--- config.mk ---
export PLATFORM = sky130hd
export DESIGN_NAME = half_single_float_converter
export DESIGN_NICKNAME = d
export VERILOG_FILES = /design/src/rtl/core/hsfc_pkg.sv /design/src/rtl/core/hsfc_to_half.sv /design/src/rtl/core/hsfc_to_single.sv /design/src/rtl/core/half_single_float_converter.sv
export SDC_FILE = /design/constraint.sdc
export NUM_CORES = 1
export LEC_CHECK = 0
export BUFFER_PORTS_ARGS = -buffer_cell sky130_fd_sc_hd__buf_2
export CORE_MARGIN = 4
export CORE_UTILIZATION = 35
export DETAILED_ROUTE_END_ITERATION = 10
export GPL_ROUTABILITY_DRIVEN = 1
export GPL_TIMING_DRIVEN = 0
export PLACE_DENSITY = 0.61
export SYNTH_ARGS = -nofsm -noshare
export SYNTH_HDL_FRONTEND = slang
export SYNTH_SLANG_ARGS = --single-unit
--- constraint.sdc ---
create_clock -name clk -period 6.1 [get_ports clk]
set_clock_uncertainty 0.2 [all_clocks]
set_input_delay 0.305 -clock clk [delete_from_list [all_inputs] [get_ports clk]]
set_output_delay 0.305 -clock clk [all_outputs]
set_load 0.03 [all_outputs]
--- src/rtl/core/hsfc_pkg.sv ---
// Shared constants for the half/single float converter.
package hsfc_pkg;

    localparam int unsigned SGL_W     = 32;
    localparam int unsigned HALF_W    = 16;
    localparam int unsigned SGL_EXP_W = 8;
    localparam int unsigned SGL_MAN_W = 23;
    localparam int unsigned HALF_EXP_W = 5;
    localparam int unsigned HALF_MAN_W = 10;

    localparam logic [SGL_EXP_W-1:0]  SGL_EXP_MAX  = 8'hFF;
    localparam logic [HALF_EXP_W-1:0] HALF_EXP_MAX = 5'h1F;

    // Bias difference 127 - 15.
    localparam logic [SGL_EXP_W-1:0] BIAS_DIFF   = 8'd112;
    // Single exponent at or above this overflows half.
    localparam logic [SGL_EXP_W-1:0] OVF_EXP     = 8'd143;
    // Single exponent at or below this lands in half subnormal range.
    localparam logic [SGL_EXP_W-1:0] SUB_EXP     = 8'd112;
    // Below this, the round bit is shifted out too (shift above 24).
    localparam logic [SGL_EXP_W-1:0] SUB_MIN_EXP = 8'd102;
    // Subnormal shift is SUB_SH_BASE - exponent.
    localparam logic [SGL_EXP_W-1:0] SUB_SH_BASE = 8'd126;
    // Single exponent of a renormalized half subnormal is this minus the shift.
    localparam logic [SGL_EXP_W-1:0] SUBN_EXP_BASE = 8'd113;

    localparam logic [HALF_W-1:0] HALF_INF = 16'h7C00;
    localparam logic [HALF_W-1:0] HALF_NAN = 16'hFE00;
    localparam logic [SGL_W-1:0]  SGL_NAN  = 32'hFFC00000;

    typedef enum logic {
        OP_TO_HALF   = 1'b0,
        OP_TO_SINGLE = 1'b1
    } op_t;

endpackage

--- src/rtl/core/hsfc_to_half.sv ---
// Binary32 to binary16 conversion logic, round half up.
module hsfc_to_half
    import hsfc_pkg::*;
(
    input  logic [SGL_W-1:0]  f,
    output logic [HALF_W-1:0] h
);

    logic                     sign;
    logic [SGL_EXP_W-1:0]     ef;
    logic [SGL_MAN_W-1:0]     man;
    logic [SGL_MAN_W:0]       man_h;
    logic [SGL_EXP_W-1:0]     sh_full;
    logic [4:0]               sh;
    logic [SGL_MAN_W:0]       shifted;
    logic [HALF_MAN_W:0]      hm;
    logic [SGL_EXP_W-1:0]     hexp;
    logic [HALF_W-1:0]        norm;

    assign sign    = f[SGL_W-1];
    assign ef      = f[SGL_W-2 -: SGL_EXP_W];
    assign man     = f[SGL_MAN_W-1:0];
    assign man_h   = {1'b1, man};
    assign sh_full = SUB_SH_BASE - ef;
    assign sh      = sh_full[4:0];
    assign shifted = man_h >> sh;
    assign hm      = shifted[HALF_MAN_W:0] + {{HALF_MAN_W{1'b0}}, man_h[sh - 5'd1]};
    assign hexp    = ef - BIAS_DIFF;
    assign norm    = {sign, hexp[HALF_EXP_W-1:0], man[SGL_MAN_W-1 -: HALF_MAN_W]}
                     + {{(HALF_W-1){1'b0}}, man[SGL_MAN_W-HALF_MAN_W-1]};

    always_comb
    begin
        if (ef == '0)
        begin
            h = {sign, {(HALF_W-1){1'b0}}};
        end
        else if (ef == SGL_EXP_MAX)
        begin
            h = (man == '0) ? (HALF_INF | {sign, {(HALF_W-1){1'b0}}}) : HALF_NAN;
        end
        else if (ef >= OVF_EXP)
        begin
            h = HALF_INF | {sign, {(HALF_W-1){1'b0}}};
        end
        else if (ef <= SUB_EXP)
        begin
            if (ef >= SUB_MIN_EXP)
            begin
                h = {sign, {(HALF_W-HALF_MAN_W-2){1'b0}}, hm};
            end
            else
            begin
                h = {sign, {(HALF_W-1){1'b0}}};
            end
        end
        else
        begin
            h = norm;
        end
    end

endmodule

--- src/rtl/core/hsfc_to_single.sv ---
// Binary16 to binary32 conversion logic with subnormal renormalization.
module hsfc_to_single
    import hsfc_pkg::*;
(
    input  logic [HALF_W-1:0] h,
    output logic [SGL_W-1:0]  f
);

    logic                    sign;
    logic [HALF_EXP_W-1:0]   ef;
    logic [HALF_MAN_W-1:0]   man;
    logic [3:0]              lead;
    logic [3:0]              shifts;
    logic [HALF_MAN_W-1:0]   man_n;
    logic [SGL_EXP_W-1:0]    sexp;
    logic [HALF_MAN_W-1:0]   man_o;

    assign sign = h[HALF_W-1];
    assign ef   = h[HALF_W-2 -: HALF_EXP_W];
    assign man  = h[HALF_MAN_W-1:0];

    // Position of the leading one.
    always_comb
    begin
        lead = '0;
        for (int i = 0; i < HALF_MAN_W; i++)
        begin
            if (man[i])
            begin
                lead = 4'(i);
            end
        end
    end

    assign shifts = 4'(HALF_MAN_W) - lead;
    assign man_n  = man << shifts;

    always_comb
    begin
        man_o = man;
        sexp  = {3'b000, ef} + BIAS_DIFF;
        f     = '0;
        if (ef == '0)
        begin
            man_o = man_n;
            sexp  = SUBN_EXP_BASE - {4'b0000, shifts};
        end
        else if (ef == HALF_EXP_MAX)
        begin
            sexp = SGL_EXP_MAX;
        end
        if (h[HALF_W-2:0] == '0)
        begin
            f = {sign, {(SGL_W-1){1'b0}}};
        end
        else if (ef == HALF_EXP_MAX && man != '0)
        begin
            f = SGL_NAN;
        end
        else
        begin
            f = {sign, sexp, man_o, {(SGL_MAN_W-HALF_MAN_W){1'b0}}};
        end
    end

endmodule

--- src/rtl/core/half_single_float_converter.sv ---
// Top level of the half/single float converter: input register, conversion, result register.
// Each transaction (start high while busy is low) converts operand in the direction set by op:
// 0 turns a binary32 pattern into a binary16 pattern zero-extended to 32 bits, 1 turns the
// binary16 pattern in operand[15:0] into a binary32 pattern. busy is always low, so a
// transaction can be issued every cycle. The result appears on converted with done high for
// exactly one cycle, once the transaction has passed the input register and then the
// conversion logic into the result register. Results cannot be stalled; the
// receiver must take each one in the cycle done is high.
module half_single_float_converter
    import hsfc_pkg::*;
(
    input  logic              clk,
    input  logic              rst_n,
    input  logic              start,
    output logic              busy,
    input  logic              op,
    input  logic [SGL_W-1:0]  operand,
    output logic              done,
    output logic [SGL_W-1:0]  converted
);

    logic              in_vld_reg;
    logic              op_reg;
    logic [SGL_W-1:0]  operand_reg;
    logic              done_reg;
    logic [SGL_W-1:0]  converted_reg;
    logic [SGL_W-1:0]  converted_next;
    logic [HALF_W-1:0] half_res;
    logic [SGL_W-1:0]  sgl_res;

    assign busy = 1'b0;

    always_ff @(posedge clk or negedge rst_n)
    begin
        if (!rst_n)
        begin
            in_vld_reg <= 1'b0;
            done_reg   <= 1'b0;
        end
        else
        begin
            in_vld_reg <= start && !busy;
            done_reg   <= in_vld_reg;
        end
    end

    always_ff @(posedge clk)
    begin
        if (start && !busy)
        begin
            op_reg      <= op;
            operand_reg <= operand;
        end
        if (in_vld_reg)
        begin
            converted_reg <= converted_next;
        end
    end

    hsfc_to_half u_to_half
    (
        .f (operand_reg),
        .h (half_res)
    );

    hsfc_to_single u_to_single
    (
        .h (operand_reg[HALF_W-1:0]),
        .f (sgl_res)
    );

    always_comb
    begin
        case (op_t'(op_reg))
            OP_TO_HALF:   converted_next = {{(SGL_W-HALF_W){1'b0}}, half_res};
            OP_TO_SINGLE: converted_next = sgl_res;
            default:      converted_next = sgl_res;
        endcase
    end

    assign done      = done_reg;
    assign converted = converted_reg;

endmodule

==> flow_summary.yaml, run 1 <==
status:
  status: "complete, no violations"
floorplan:
  die_h_um: 130
  start_util: 0.359
  io_pins: 70
  fp.dieArea_um2: 17000
  row_count: 44
  core_um2: 14600
  chipWidth_um: 130
clock_network:
  htreeDepth: 3
  cts_buffer_depth: 2
  post-cts-setup-buffer-count: 0
  cts_num_sinks: 66
  clock_latency_ns: 0.34
  numCtsBuffers: 9
  cts.clk_slew.worst_paths_ns: 0.05
  ctsRootBufferMaster: "clkbuf_16"
  cts_tree: "built"
cells_and_area:
  area_delta_synth_final_pct: 22.8
  final_common_cell: "buf_2"
  final_cell_mix: "buf_2, edfxtp_1, nand2_1"
  stdcell_count: 840
  ff_latch_area_um2: 1970
  largest_reg_flops: 32
  diodes: 0
  multiInputGateArea_um2: 2970
  fin_nets: 701
  fill_cells: 1385
  utilization: 0.441
  drive_above_1_share: 0.218
routing:
  drt-vias-per-instance: 5.78
  postRouteAntennaNets: 0
  post_drt_wl_per_cell_um: 19.3
  drc_errors: 0
  routed_wl_um: 16200
  first_pass_iters: 6
  vias: 4859
  drt_iter0_markers: 548
synthesis:
  synthTopCellsByArea: "edfxtp_1, mux2i_1, mux4_2"
  seq_area_frac_synth: 0.377
  avgSynthCellArea_um2: 9.73
  async_flop_share: 0.0303
  synth.distinct_cells: 89
  syn_area_um2: 5240
  synth_top_area_frac: 0.367
  yosysTopAreaCell: "edfxtp_1"
  synth_edf_count: 64
  synth_nets: 588
  ys_warn_count: 0
  synth_flop_cell: "edfxtp_1"
  syn_inst: 538
  ys_ff_latch: 66
grt:
  use_met3: 0.0307
  grt.busiest_layer: "met2"
  use_met2: 0.296
  grt_usage: 0.193
  grt_pass1_wl_um: 25100
  grt_pass1_vias: 4518
  antenna_found_initial: 0
  grt_max_degree: 35
  grtUsageMet1: 0.274
  grt_overflow: 0
sta:
  hold_viol: 0
  min_period_ns: 5.62
  slew_headroom: 0.159
  maxSlewViolCount: 0
  worstMarginPinSlew_ns: 1.26
  setup_viol: 0
  setup_ws_ns: 0.480
  setup_tns_ns: 0
  rsz0062_at_grt: "false"
  period_share: 0.921
  fmax_ghz: 0.178
power:
  p_leak_nw: 2.49
  power_per_cell_area_nw_per_um2: 261
  power_mw: 1.68
  ir_drop_v: 0.000177
setup_path:
  crit_type: "reg2reg"
  worstPathArrival_ns: 5.50
  crit_fanout: 11
  reg2reg_slack_ns: 0.48
  r2r_cells: 19
  start_kind: "register"
  critPathCaptureType: "register"
  rr_startpoint: "operand_reg[23]"
  cp-endpoint: "converted[8]"
  cp.required_ns: 5.98
  crit_path_start: "operand_reg[23]"
  reg2reg_to: "converted[8]"
job:
  maxCapViolations: 0
place:
  place.detailed.hpwl_um: 11900
  io_buffer_count: 68
  dp.cells: 790
  gp_congestion: 0.985
  place_ws_ns: 0.555
min_path:
  worstHoldPathType: "in2async"
## cell families after synthesis
group | share of synthesized area
and+or+nand+nor | 0.166
muxes | 0.142
xor gates and xnor gates | 0.0416
DFF | 0.377
adders and majority gates | 0.0335
AOI/OAI and AO/OA | 0.183
other | 0.000716
buffers and inverters | 0.0569
## synthesized netlist by cell type (3+ instances only)
cell / n
nand2b_1: 4
o21ai_0: 36
nor2_1: 40
clkbuf_1: 23
o211ai_1: 5
o21a_1: 4
nand4_1: 5
a32oi_1: 3
nor3_1: 11
or3_1: 7
buf_6: 3
and2_1: 6
or4_1: 4
a21o_1: 3
and4_1: 3
xor2_1: 8
nand3_1: 22
mux2_2: 14
mux2i_1: 31
a31oi_1: 9
o31ai_1: 3
and3_1: 4
ha_1: 14
buf_4: 5
nor4_1: 5
edfxtp_1: 64
a21oi_1: 23
xnor2_1: 15
a211oi_1: 5
o21bai_1: 3
mux4_2: 10
nand2_1: 51
buf_2: 8
inv_1: 16
o22ai_1: 7
## per-stage QoR
stage | hold slack, ns | area [µm²]
floorplan | -0.191 | 5240
global placement | -0.111 | 5810
detailed placement | -0.109 | 5810
CTS | 0.0639 | 6430
global route | 0.0685 | 6430
finish | 0.0780 | 6430
## metal layers
| metal | part of all wire | wire (µm) | vias up |
|---|---|---|---|
| met3 | 0.083 | 1340 | 34 |
| met5 | 0 | 0 | - |
| met4 | 0.029 | 464 | 0 |
| li1 | - | - | 2274 |
| met1 | 0.45 | 7210 | 2298 |
| met2 | 0.44 | 7160 | 253 |
## worst max-delay path: stages (launching register included)
cell and delay (ns):
edfxtp_1 0.43, buf_2 0.21, inv_1 0.16, buf_2 0.26
buf_2 0.34, ha_1 0.40, buf_6 0.23, buf_4 0.21
clkbuf_1 0.39, mux2i_1 0.16, mux4_2 0.51, nor2_1 0.10
a21oi_1 0.05, o22ai_1 0.20, ha_1 0.21, ha_1 0.18
o211ai_1 0.13, o21bai_1 0.29, o311a_1 0.35, or3_1 0.35
## how the worst min path moves through the flow
stage / slack, ns / endpoint / startpoint / cells after the start
3_5_place_dp: -0.11 / in_vld_reg / rst_n / 1
3_3_place_gp: -0.11 / done / rst_n / 1
2_1_floorplan: -0.19 / done / rst_n / 0
4_1_cts: 0.06 / done / rst_n / 2
6_report: 0.08 / done / rst_n / 2
5_1_grt: 0.07 / in_vld_reg / rst_n / 2
## what timing repair did
item	in CTS	in global routing
hold buffers	34	0
endpoints found under the hold margin	35	0
resized for setup	0	0
## report_power, final
part | switching (mW) | internal, mW
Clock | 0.187 | 0.316
Combinational | 0.363 | 0.233
Sequential | 0.0295 | 0.547
## cell type report
type	instances	share of cell area
Clock buffer	13	0.0374
Clock inverter	3	0.00662
Multi-Input combinational cell	411	0.461
Tap cell	184	0.0358
Inverter	18	0.0105
Buffer	43	0.0358
Sequential cell	66	0.307
Timing Repair Buffer	102	0.106
(Power assumes the default switching activity.)
==> run 2, diff against run 1 <==
CTS_CLUSTER_SIZE = 30   (was not set)
PLACE_DENSITY = 0.63   (was 0.61)
clock period = 5.1 ns   (was 6.1 ns; I/O delays follow)
==> flow_summary.yaml, run 2 (synthesis gave the netlist of run 1 again) <==
min_path:
  worstHoldPathType: "in2async"
setup_path:
  critPathCaptureType: "register"
  path_buf_inv: 6
  start_kind: "register"
  path_cells: "clkbuf_4, inv_2, buf_4, ha_4, buf_6, buf_4, clkbuf_4, mux2i_1, mux4_2, nor2_1, a21oi_1, o22ai_1, ha_1, ha_1, o211ai_1, o21bai_2, o311a_1, or3_1"
  slowest_stage: "mux4_2"
  worstPathArrival_ns: 4.75
  rr_startpoint: "operand_reg[23]"
  cp.required_ns: 4.99
  crit_type: "reg2reg"
  crit_path_start: "operand_reg[23]"
  critPathTopFamily: "buffers and inverters"
  crit_fanout: 20
  slowest_delay_ns: 0.50
clock_network:
  cts_tree: "built"
  cts_buffer_depth: 2
  ctsRootBufferMaster: "clkbuf_16"
  cts_num_sinks: 66
  clock_latency_ns: 0.35
  numCtsBuffers: 9
  htreeDepth: 3
  cts.clk_slew.worst_paths_ns: 0.05
grt:
  grt_max_degree: 35
  grt_overflow: 0
  grt_usage: 0.193
  grt_pass1_vias: 4545
  antenna_found_initial: 0
  grt_pass1_wl_um: 25000
place:
  gp_congestion: 0.955
  io_buffer_count: 68
  dp.cells: 790
  place.detailed.hpwl_um: 11900
  placed_area_um2: 5810
sta:
  period_share: 0.953
  maxSlewViolCount: 0
  whs_ns: 0.0325
  min_period_ns: 4.86
  hold_viol: 0
  slew_headroom: 0.185
  worstMarginPinSlew_ns: 1.22
  rsz0062_at_grt: "false"
  fmax_ghz: 0.206
  setup_viol: 0
power:
  power_per_cell_area_nw_per_um2: 311
  clkPwrFrac: 0.300
  p_comb_frac: 0.357
  power_mw: 2.01
  p_leak_nw: 2.48
  p_seq_frac: 0.343
  internal_power_mw: 1.31
  switching_share: 0.346
  ir_drop_v: 0.000173
  power.switching_mw: 0.695
cells_and_area:
  design_area_um2: 6450
  diodes: 0
  largest_reg_flops: 32
  utilization: 0.442
  fin_nets: 700
  area_delta_synth_final_pct: 23.3
  final_cell_mix: "buf_2, edfxtp_1, nand2_1"
  fill_cells: 1369
  drive_above_1_share: 0.226
  stdcell_count: 839
  multiInputGateArea_um2: 2980
  ff_latch_area_um2: 1970
  final_common_cell: "buf_2"
floorplan:
  chipWidth_um: 130
  row_count: 44
  start_util: 0.359
  fp.dieArea_um2: 17000
  io_pins: 70
  die_h_um: 130
  core_um2: 14600
routing:
  drt_iter0_markers: 441
  post_drt_wl_per_cell_um: 19.1
  vias: 4841
  first_pass_iters: 5
  routed_wl_um: 16100
  drt-vias-per-instance: 5.77
  drc_errors: 0
  postRouteAntennaNets: 0
job:
  maxCapViolations: 0
status:
  status: "complete, no violations"
[run 2: cell count changes in the layout (fill, tap and decap cells not counted), sizes merged]
cell      change
clkinvlp      +1
buf           -2
clkbuf        -1
clkinv        +1
[run 2: stage by stage]
step	TNS (ns)	worst slack, ns
6_report	0	0.239
2_1_floorplan	0	0.445
3_5_place_dp	-1.57	-0.451
5_1_grt	0	0.0426
3_3_place_gp	-1.36	-0.422
4_1_cts	0	0.0417
[run 2: worst paths after layout]
path | to | slack, ns | cells past startpoint
worst max-delay path | converted[8] | 0.24 | 18
worst min-delay path | in_vld_reg | 0.03 | 2
worst max register to register | converted[8] | 0.24 | 18
worst min register to register | converted[30] | 0.47 | 1
max in group asynchronous | done | 4.57 | 2
min in group clk | in_vld_reg | 0.22 | 1
[run 2: layout make-up]
type                    instances  share of cell area
multi-input cells             411               0.462
flip-flops and latches         66               0.306
repair buffers                102               0.105
plain buffers                  42              0.0363
clock buffers                  11              0.0361
well taps                     184              0.0357
inverters                      18              0.0105
clock inverters                 5             0.00853
[run 2: routing by layer]
layer / wire, µm / part of all wire / vias up / global-route usage
met4: 565 / 0.035 / 0 / 0.0935
met2: 7060 / 0.44 / 251 / 0.288
met3: 1440 / 0.089 / 46 / 0.0430
met5: 0 / 0 / - / 0
met1: 7000 / 0.44 / 2275 / 0.264
li1: - / - / 2269 / -
[run 2: what timing repair did]
action,CTS,global route
hold buffers,34,0
gates resized for setup,6,3
buffers inserted,0,0
setup endpoints to repair,6,3
endpoints found under the hold margin,35,0
[run 2: power by group through the flow]
stage | registers [mW] | clock network, mW | logic [mW]
CTS | 0.688 | 0.615 | 0.704
floorplan | 0.742 | 0 | 0.445
finish | 0.688 | 0.601 | 0.718
detailed placement | 0.699 | 0 | 0.678
global placement | 0.697 | 0 | 0.681
global route | 0.694 | 0.639 | 0.774
